<file path="src/design/merf_fifo.sv">
// merf_fifo: two-entry queue of packed words, used between front and back
// and as the result queue. Depends on nothing.
`default_nettype none

module merf_fifo #(
  parameter int Width = 8
) (
  input  wire logic             clk_i,
  input  wire logic             rst_ni,
  input  wire logic             push_i,
  input  wire logic [Width-1:0] wdata_i,
  output logic                  full_o,
  input  wire logic             pop_i,
  output logic                  empty_o,
  output logic      [Width-1:0] rdata_o
);

  localparam int Depth = 2;

  logic [Width-1:0]         mem_q [Depth];
  logic                     wr_ptr_q, wr_ptr_d;
  logic                     rd_ptr_q, rd_ptr_d;
  logic [$clog2(Depth):0]   cnt_q, cnt_d;
  logic                     do_push, do_pop;

  assign full_o  = (cnt_q == ($clog2(Depth)+1)'(Depth));
  assign empty_o = (cnt_q == '0);
  assign rdata_o = mem_q[rd_ptr_q];

  assign do_push = push_i & ~full_o;
  assign do_pop  = pop_i & ~empty_o;

  always_comb begin
    wr_ptr_d = do_push ? ~wr_ptr_q : wr_ptr_q;
    rd_ptr_d = do_pop ? ~rd_ptr_q : rd_ptr_q;
    cnt_d    = cnt_q + {{$clog2(Depth){1'b0}}, do_push} - {{$clog2(Depth){1'b0}}, do_pop};
  end

  always_ff @(posedge clk_i or negedge rst_ni) begin
    if (!rst_ni) begin
      wr_ptr_q <= 1'b0;
      rd_ptr_q <= 1'b0;
      cnt_q    <= '0;
    end else begin
      wr_ptr_q <= wr_ptr_d;
      rd_ptr_q <= rd_ptr_d;
      cnt_q    <= cnt_d;
    end
  end

  always_ff @(posedge clk_i) begin
    if (do_push) begin
      mem_q[wr_ptr_q] <= wdata_i;
    end
  end

endmodule

`default_nettype wire

</file>
<file path="config.mk">
export PLATFORM = sky130hd
export DESIGN_NAME = merf_fifo
export DESIGN_NICKNAME = d
export VERILOG_FILES = /design/src/design/merf_fifo.sv
export SDC_FILE = /design/constraint.sdc
export NUM_CORES = 1
export LEC_CHECK = 0
export ABC_AREA = 1
export BUFFER_PORTS_ARGS = -buffer_cell sky130_fd_sc_hd__buf_2
export CAP_MARGIN = 10
export CORE_MARGIN = 8
export CORE_UTILIZATION = 29
export CTS_CLUSTER_DIAMETER = 150
export DETAILED_ROUTE_END_ITERATION = 16
export GPL_TIMING_DRIVEN = 0
export PLACE_DENSITY = 0.61
export SLEW_MARGIN = 25
export SYNTH_ARGS = -nofsm -noshare
export SYNTH_HDL_FRONTEND = slang
export SYNTH_SLANG_ARGS = --single-unit
export TNS_END_PERCENT = 20
</file>
<file path="constraint.sdc">
create_clock -name clk_i -period 2.6 [get_ports clk_i]
set_input_delay 0.39 -clock clk_i [delete_from_list [all_inputs] [get_ports clk_i]]
set_output_delay 0.39 -clock clk_i [all_outputs]
set_load 0.1 [all_outputs]
</file>
==> results.md <==
- DP Cell Count: 127
- Final #Nets: 116
- Worst Setup Slack, final: 0.778 ns
- Final antenna-violating net count: 0
- Post-cts resize count: 0
- CP Class: reg -> out
- Gr ovfl total: 0
- Worst path arrival time: 1.43 ns
- CP Launch Type: flip-flop
- # setup viols final: 0
- DP Wirelength: 1.13 mm
- Peak Freq: 549 MHz
- Layout cells sized above 1: 0.307
- Yosys reg bits: 20
- Net Count, Synth: 89
- CTS root buf: clkbuf_4
- First-pass detailed-route iteration total: 4
- Netlist cell types: 12
- Clock Pin Slew Worst Setup and Hold Paths: 0.11 ns
- Reg area: 581 um2
- Drc violations: 0
- First-pass GRT wire length: 2.38 mm
- Final worst-path cycle share: 0.701
- All-layer global routing usage: 0.0601
- Avg WL per Cell: 10.9 um
- Worst setup EP type: output pin
- Yosys Warn Count: 0
- Worst-Skew Late Latency: 0.29 ns
- Cell row count: 19
- Total negative slack: 0 ns
- Final setup skew: 0.00771 ns
- CTS tree: built
- Number of global-route vias before repair: 572
- Pre-CTS WS: 1.09 ns
- RSZ-0062 raised after global routing: no
- Status: finished clean
- Area of the multi-input gates: 193 um2
- Synth Cell Area: 831 um2
- Vias per Instance: 4.27
- Sequential share of the synthesized area: 0.699
- Initial antenna violation count: 0
- Num CTS Buffers: 3
- Worst Path Required: 2.21 ns
- Mean post-synth cell area: 11.1 um2
- Tmin final: 1.82 ns
- Die H: 69.5 um
- Tightest Pin Transition: 0.673 ns
- Full die area: 4830 um2
- Reported max-cap violation count: 0
- I/O pins: 22
- Final hold vios: 0
- CTS sink count: 20
- Final slew viol count: 0
- Post-CTS setup buffers: 0
- Worst min path class: in -> reg
- Finished Layout Cells: 132
- Routed WL: 1.44 mm
- Fillers: 259
- Width of the chip: 69.5 um
- PortBufs: 21
- Core area: 2730 um2
- H-tree depth: 1
- ANT cells: 0
- P&R area growth vs syn: 24.8%
- WHS: 0.272 ns
- Pin count of the biggest net entering global routing: 13
- Max-Slew Margin vs Limit: 0.549
- Initial Util: 0.304
- Vias: 563
- Iteration-0 DRC count of the detailed router: 26
- Post-Syn Instances: 75
- RD Place Congestion: 0.696
- Clock buffer depth: 2
- Worst-path maximum fanout: 10
==> worst paths after layout <==
| kind | from | end | slack, ns | cells after the start |
|---|---|---|---|---|
| min in group asynchronous | rst_ni | wr_ptr_q | 0.42 | 2 |
| setup / recovery | rd_ptr_q | rdata_o[7] | 0.78 | 5 |
| hold / removal | wdata_i[4] | mem_q[1][4] | 0.27 | 1 |
| max in group asynchronous | rst_ni | rd_ptr_q | 2.06 | 2 |
| setup reg to reg | cnt_q[1] | mem_q[1][0] | 1.09 | 3 |
| hold reg to reg | wr_ptr_q | wr_ptr_q | 0.50 | 2 |
==> state kept, by name (all words and copies together), names as in the netlist <==
name,cells
mem_q,16
cnt_q,2
rd_ptr_q,1
wr_ptr_q,1
==> layout by cell type, fill, tap and decap left out <==
| cell | netlist | layout |
|---|---|---|
| clkbuf_4 | 0 | 3 |
| buf_6 | 1 | 1 |
| dfrtp_1 | 4 | 4 |
| nand3_2 | 1 | 1 |
| inv_1 | 9 | 9 |
| nand2_2 | 2 | 2 |
| edfxtp_1 | 16 | 16 |
| nand2_1 | 35 | 35 |
| dlygate4sd3_1 | 0 | 1 |
| clkinv_4 | 1 | 1 |
| buf_2 | 0 | 21 |
| inv_2 | 1 | 1 |
| ha_1 | 2 | 2 |
| nand3_1 | 2 | 2 |
| bufinv_16 | 0 | 1 |
| nor2_1 | 1 | 1 |
==> cells in the mapped netlist <==
| cell type | count | share of area |
|---|---|---|
| buf_6 | 1 | 0.014 |
| clkinv_4 | 1 | 0.011 |
| dfrtp_1 | 4 | 0.12 |
| edfxtp_1 | 16 | 0.58 |
| ha_1 | 2 | 0.030 |
| inv_1 | 9 | 0.041 |
| inv_2 | 1 | 0.0045 |
| nand2_1 | 35 | 0.16 |
| nand2_2 | 2 | 0.015 |
| nand3_1 | 2 | 0.012 |
| nand3_2 | 1 | 0.012 |
| nor2_1 | 1 | 0.0045 |
==> through the flow <==
step	utilization	area, um2
finish	0.379	1040
global route	0.379	1040
CTS	0.379	1040
detailed placement	0.357	975
global placement	0.357	975
floorplan	-	831
==> timing repair <==
item / 4_1_cts / 5_1_grt
endpoints found under the setup margin: 0 / 0
hold buffers: 1 / 0
hold endpoints to repair: 4 / 0
==> area by class of cell <==
type | instances | share of cell area
Clock buffer | 3 | 0.0217
Sequential cell | 20 | 0.560
Buffer | 1 | 0.0109
Clock inverter | 1 | 0.0290
Multi-Input combinational cell | 43 | 0.186
Timing Repair Buffer | 22 | 0.111
Tap cell | 31 | 0.0374
Inverter | 11 | 0.0446
==> routing by layer <==
metal | vias to the layer above | wire (um) | track usage
li1 | 288 | - | -
met5 | - | 0 | 0
met1 | 256 | 543 | 0.0613
met2 | 17 | 777 | 0.110
met3 | 2 | 107 | 0.0215
met4 | 0 | 12 | 0.0205
==> cell families after synthesis <==
logic type / Yosys count / synth area share
simple gates: 41 / 0.202
buf+inv: 12 / 0.0693
fa+ha+maj: 2 / 0.0301
flops: 20 / 0.699
==> critical path: stages (launching register included) <==
cell and delay (ns):
dfrtp_1 0.39, buf_6 0.15, clkinv_4 0.09, nand2_1 0.05, nand2_1 0.05, buf_2 0.42
Power is left out: the tool's default activity adds up to more than one toggle a clock period on the data nets, which glitch-free logic cannot reach.
