===== src/design/merf_pkg.sv =====
// merf_pkg: shared types, codes and helpers of the MIDI event remap filter.
// No dependencies; imported by every module of the block but merf_fifo.
`default_nettype none

package merf_pkg;

  localparam int TYPE_SLOTS = 8;
  localparam int CHANNELS   = 16;
  localparam int NUMBERS    = 128;
  localparam int SLOT_W     = $clog2(TYPE_SLOTS);
  localparam int CHAN_W     = $clog2(CHANNELS);
  localparam int NUM_W      = $clog2(NUMBERS);
  localparam int KEY_W      = SLOT_W + CHAN_W + NUM_W;

  localparam logic [13:0] PB_CENTER = 14'd8192;
  localparam logic [13:0] PB_MAX    = 14'd16383;

  localparam logic [3:0] TYPE_NOTE_OFF = 4'h8;
  localparam logic [3:0] TYPE_NOTE_ON  = 4'h9;
  localparam logic [3:0] TYPE_PROGRAM  = 4'hC;
  localparam logic [3:0] TYPE_PRESSURE = 4'hD;
  localparam logic [3:0] TYPE_BEND     = 4'hE;
  localparam logic [3:0] TYPE_SYSTEM   = 4'hF;
  localparam logic [7:0] STATUS_SYSEX  = 8'hF0;

  // Configuration register index (byte address bit 2).
  localparam logic REG_TUNE_EN     = 1'b0;
  localparam logic REG_TUNE_CENTER = 1'b1;

  typedef enum logic [1:0] {
    OP_MSG   = 2'd0,
    OP_MAP   = 2'd1,
    OP_XPOSE = 2'd2,
    OP_NONE  = 2'd3
  } op_e;

  typedef enum logic [1:0] {
    KIND_THRU   = 2'd0,
    KIND_IGNORE = 2'd1,
    KIND_SWAP   = 2'd2,
    KIND_RETYPE = 2'd3
  } kind_e;

  typedef struct packed {
    logic [3:0] typ;
    logic [3:0] chan;
    logic [6:0] num;
  } tgt_t;

  // Remapped message handed from the front to the back. Data bytes are
  // carried unmasked; the back masks them by length.
  typedef struct packed {
    logic [7:0] status;
    logic [6:0] d1;
    logic [6:0] d2;
    logic [1:0] len;
  } job_t;

  typedef struct packed {
    logic [7:0] status;
    logic [6:0] d1;
    logic [6:0] d2;
    logic [1:0] len;
    logic       last;
  } res_t;

  // Saturating bend retune: center + pb - 8192, clipped to 0..16383.
  function automatic logic [13:0] tuned_bend(input logic [13:0] center,
                                             input logic [13:0] pb);
    logic signed [15:0] t;
    t = $signed({2'b00, center}) + $signed({2'b00, pb}) - $signed({2'b00, PB_CENTER});
    if (t < 16'sd0) begin
      tuned_bend = 14'd0;
    end else if (t > $signed({2'b00, PB_MAX})) begin
      tuned_bend = PB_MAX;
    end else begin
      tuned_bend = t[13:0];
    end
  endfunction

endpackage

`default_nettype wire


===== src/design/merf_back.sv =====
// merf_back: bend tuning, per-channel last bend and the tuned bend that
// precedes a note-on. Depends on merf_pkg.
`default_nettype none

module merf_back (
  input  wire logic            clk_i,
  input  wire logic            rst_ni,
  input  wire logic            tune_en_i,
  input  wire logic [13:0]     tune_center_i,
  // job queue head
  input  wire logic            job_empty_i,
  input  wire merf_pkg::job_t  job_i,
  output logic                 job_pop_o,
  // result queue
  output logic                 res_push_o,
  output merf_pkg::res_t       res_o,
  input  wire logic            res_full_i
);

  import merf_pkg::*;

  logic [13:0] last_bend_q [CHANNELS];
  logic        bend_sent_q;

  logic [3:0]  chan;
  logic        is_note_on, is_bend, need_bend, fire;
  logic [13:0] pb_in, tuned_in, tuned_last;
  logic [6:0]  d1v, d2v;

  assign chan       = job_i.status[3:0];
  assign is_note_on = (job_i.status[7:4] == TYPE_NOTE_ON);
  assign is_bend    = (job_i.status[7:4] == TYPE_BEND);
  assign need_bend  = tune_en_i & is_note_on & ~bend_sent_q;
  assign fire       = ~job_empty_i & ~res_full_i;
  assign pb_in      = {job_i.d2, job_i.d1};
  assign tuned_in   = tuned_bend(tune_center_i, pb_in);
  assign tuned_last = tuned_bend(tune_center_i, last_bend_q[chan]);

  assign res_push_o = fire;
  assign job_pop_o  = fire & ~need_bend;

  always_comb begin
    if (tune_en_i && is_bend) begin
      d1v = tuned_in[6:0];
      d2v = tuned_in[13:7];
    end else begin
      d1v = job_i.d1;
      d2v = job_i.d2;
    end
    if (need_bend) begin
      res_o = '{status: {TYPE_BEND, chan}, d1: tuned_last[6:0], d2: tuned_last[13:7],
                len: 2'd3, last: 1'b0};
    end else begin
      res_o = '{status: job_i.status,
                d1:     (job_i.len >= 2'd2) ? d1v : 7'd0,
                d2:     (job_i.len == 2'd3) ? d2v : 7'd0,
                len:    job_i.len,
                last:   1'b1};
    end
  end

  always_ff @(posedge clk_i or negedge rst_ni) begin
    if (!rst_ni) begin
      bend_sent_q <= 1'b0;
      for (int i = 0; i < CHANNELS; i++) begin
        last_bend_q[i] <= PB_CENTER;
      end
    end else if (fire) begin
      bend_sent_q <= need_bend;
      if (!need_bend && tune_en_i && is_bend) begin
        last_bend_q[chan] <= pb_in;
      end
    end
  end

endmodule

`default_nettype wire


===== config.mk =====
export PLATFORM = sky130hd
export DESIGN_NAME = merf_back
export DESIGN_NICKNAME = d
export VERILOG_FILES = /design/src/design/merf_pkg.sv /design/src/design/merf_back.sv
export SDC_FILE = /design/constraint.sdc
export NUM_CORES = 1
export LEC_CHECK = 0
export ABC_CLOCK_PERIOD_IN_PS = 18700
export BUFFER_PORTS_ARGS = -buffer_cell sky130_fd_sc_hd__buf_2
export CORE_ASPECT_RATIO = 1.25
export CORE_UTILIZATION = 55
export CTS_CLUSTER_SIZE = 12
export DETAILED_ROUTE_END_ITERATION = 10
export PLACE_DENSITY_LB_ADDON = 0.1
export SYNTH_ARGS = -nofsm -noshare
export SYNTH_HDL_FRONTEND = slang
export SYNTH_SLANG_ARGS = --single-unit

===== constraint.sdc =====
create_clock -name clk_i -period 18.7 [get_ports clk_i]
set_input_delay 4.675 -clock clk_i [delete_from_list [all_inputs] [get_ports clk_i]]
set_output_delay 4.675 -clock clk_i [all_outputs]
set_load 0.005 [all_outputs]

==> impl_metrics.ini <==
[clock_tree]
cts_hold_buf = 0
path_clk_slew_ns = 0.06
cts_buffers = 24
clock_path_buffers = 3
clk_latency_ns = 0.51
cts_setup_buffers = 0
cts_resized = 0
htree_levels = 1
clock-sinks = 225
cts_tree = yes
root_buffer = clkbuf_16

[worst_hold_path]
min-delay-start = last_bend_q[209]$_DFFE_PN1P_
min_path_cells = 2
min_path_type = reg -> reg

[floorplanning]
chipHeight_um = 170
dieArea_um2 = 23300
initial_core_util_pct = 56.0
core_um2 = 22300
pin_count = 70
die_w_um = 137
rows = 61

[layout]
mostFrequentLayoutCell = dfrtp_1
area_growth_pct = 9.36
finalNonFillerCells = 1224
utilization_pct = 61.2
final_cell_mix = dfrtp_1 (209), mux2_2 (187), mux4_2 (70)
layout-drive-gt1-share_pct = 45.7
fillCellCount = 1715
final_nets = 1026
diodes = 0
stdcell_area_um2 = 13600

[sta]
max_freq_ghz = 0.0715
timing.hold.ws_ns = 0.478
slew_violations = 0
setup_viol = 0
period_share_pct = 74.8
worstMarginPinSlew_ns = 1.18
hold_viol = 0
grt_setup_unrepaired = no
skew_ns = 0
fin_tns_setup_ns = 0
setup_slack_ns = 4.71
min_period_ns = 13.99
max_slew_margin_pct = 20.9

[global_route]
gr-total-overflow = 0
grt_pass1_wl_um = 47400
track_usage_pct = 27.5
antenna_found_initial = 0
grt_max_degree = 114
grt_pass1_vias = 8288

[setup_path]
critPathSlowestCell = buf_4
critPathRequiredTime_ns = 14.03
cp-start-kind = primary input
crit_path_start = job_i[16]
path_cells = buf_4 > buf_4 > mux4_2 > mux4_2 > ha_1 > ha_1 > and3_1 > a2111oi_4 > nor3_1 > nor3_2 > xnor2_1 > nand2_2 > nand3_1 > buf_2
worstSetupPathType = in -> out
path_depth = 14
end_kind = primary output
crit_family = buffers and inverters
timing.rr.start = bend_sent_q$_DFFE_PN0P_
arrival_ns = 9.32
cp_max_fo = 34
slowest_delay_ns = 0.63
worst_r2r_path_depth = 3
critPathBufInv = 3

[yosys]
yosysUniqueCellTypes = 68
syn-cell-area_um2 = 12500
synthesis.nets = 986
yosys.area.top_type_share_pct = 41.9
ys.flop_type = dfrtp_1
ys_ff_latch = 225
synthTopCellsByArea = dfrtp_1 (42%), mux2_2 (17%), mux4_2 (13%), ha_1 (5.4%), dfstp_2 (3.4%)
yosysWarnings = 0
synth_cells = 887
seq_area_frac_synth_pct = 45.3
yosysTopAreaCell = dfrtp_1
avgSynthCellArea_um2 = 14.1
async_flop_share_pct = 100
synth_edf_count = 0

[drt]
drtIter0Drc = 413
wire_per_inst_um = 24.5
viasPerCell = 6.30
drc = 0
num_vias = 7712
antenna_left = 0
drt_pass1_iterations = 4
routed_wirelength_um = 29900

[power_and_ir_drop]
p_leak_nw = 6.65
power_density_nw_per_um2 = 77.9
ir_worst_vdd_uv = 60.4
power_mw = 1.06

[run]
maxCapViolations = 0

[place]
dp_hpwl_um = 20000
dp.cells = 1184
io_buffers = 69
place.gp.congestion = 0.903
pre_cts_slack_ns = 4.67
post_dp_cell_area_um2 = 12900

[run_status]
status = completed
## power breakdown
| part | internal, mW | total [mW] | switching (mW) |
|---|---|---|---|
| registers | 0.495 | 0.498 | 0.00356 |
| logic | 0.0429 | 0.111 | 0.0683 |
| clock network | 0.273 | 0.453 | 0.180 |
## worst register-to-register path: cells and delay by family, from the launching register on
kind	cells	cell delay [ns]
and+or+nand+nor	2	0.71
DFF	1	0.38
muxes	1	0.19
## sequential cells by signal, summed over array words and instances (netlist names)
signal,cells
last_bend_q,224
bend_sent_q,1
## routing by layer
layer / vias to the layer above / share of wire, % / global-route usage (%) / wire length [um]
met5: - / 0 / 0 / 0
met4: 0 / 3.2 / 10.8 / 969
met3: 70 / 5.0 / 3.54 / 1500
met2: 219 / 52 / 48.3 / 15500
met1: 4001 / 40 / 34.1 / 11900
li1: 3422 / - / - / -
## synth_stat cells (7+ instances only)
| cell type | count |
|---|---|
| a21oi_1 | 15 |
| a22oi_1 | 7 |
| buf_2 | 18 |
| buf_4 | 10 |
| buf_6 | 9 |
| clkbuf_1 | 28 |
| dfrtp_1 | 209 |
| dfstp_2 | 16 |
| ha_1 | 54 |
| inv_1 | 18 |
| mux2_1 | 20 |
| mux2_2 | 187 |
| mux2_4 | 8 |
| mux4_2 | 70 |
| nand2_1 | 32 |
| nand3_1 | 21 |
| nand4_1 | 7 |
| nor2_1 | 16 |
| o211ai_1 | 8 |
| o21ai_0 | 18 |
| o21ai_1 | 8 |
| xnor2_1 | 12 |
| xor2_1 | 7 |
## path summary, 6_finish.rpt
kind	endpoint	slack, ns
worst min register to register	last_bend_q[209]$_DFFE_PN1P_	0.48
max in group asynchronous	last_bend_q[142]$_DFFE_PN0P_	13.12
worst max register to register	bend_sent_q$_DFFE_PN0P_	17.37
worst min-delay path	last_bend_q[209]$_DFFE_PN1P_	0.48
worst max-delay path	res_o[5]	4.71
min in group asynchronous	last_bend_q[22]$_DFFE_PN0P_	4.30
## cells by family after synthesis
group                      Yosys count  synth area share [%]
AOI/OAI and AO/OA                   91                  5.71
buffers and inverters               83                  3.52
adders and majority gates           56                  5.74
DFF                                225                  45.3
muxes                              285                  32.3
xor gates and xnor gates            19                  1.33
and+or+nand+nor                    128                  6.15
## final cells by class
class                      count  area (um^2)  area share (%)
inverter                      18         67.6           0.495
clock inverter                 4         45.0           0.330
clock buffer                  36          708            5.19
tap                          283          354            2.59
sequential                   225         5650            41.4
timing repair buffer          79          432            3.16
multi-input combinational    579         6390            46.8
No activity file was read; power rests on OpenSTA's default activity.
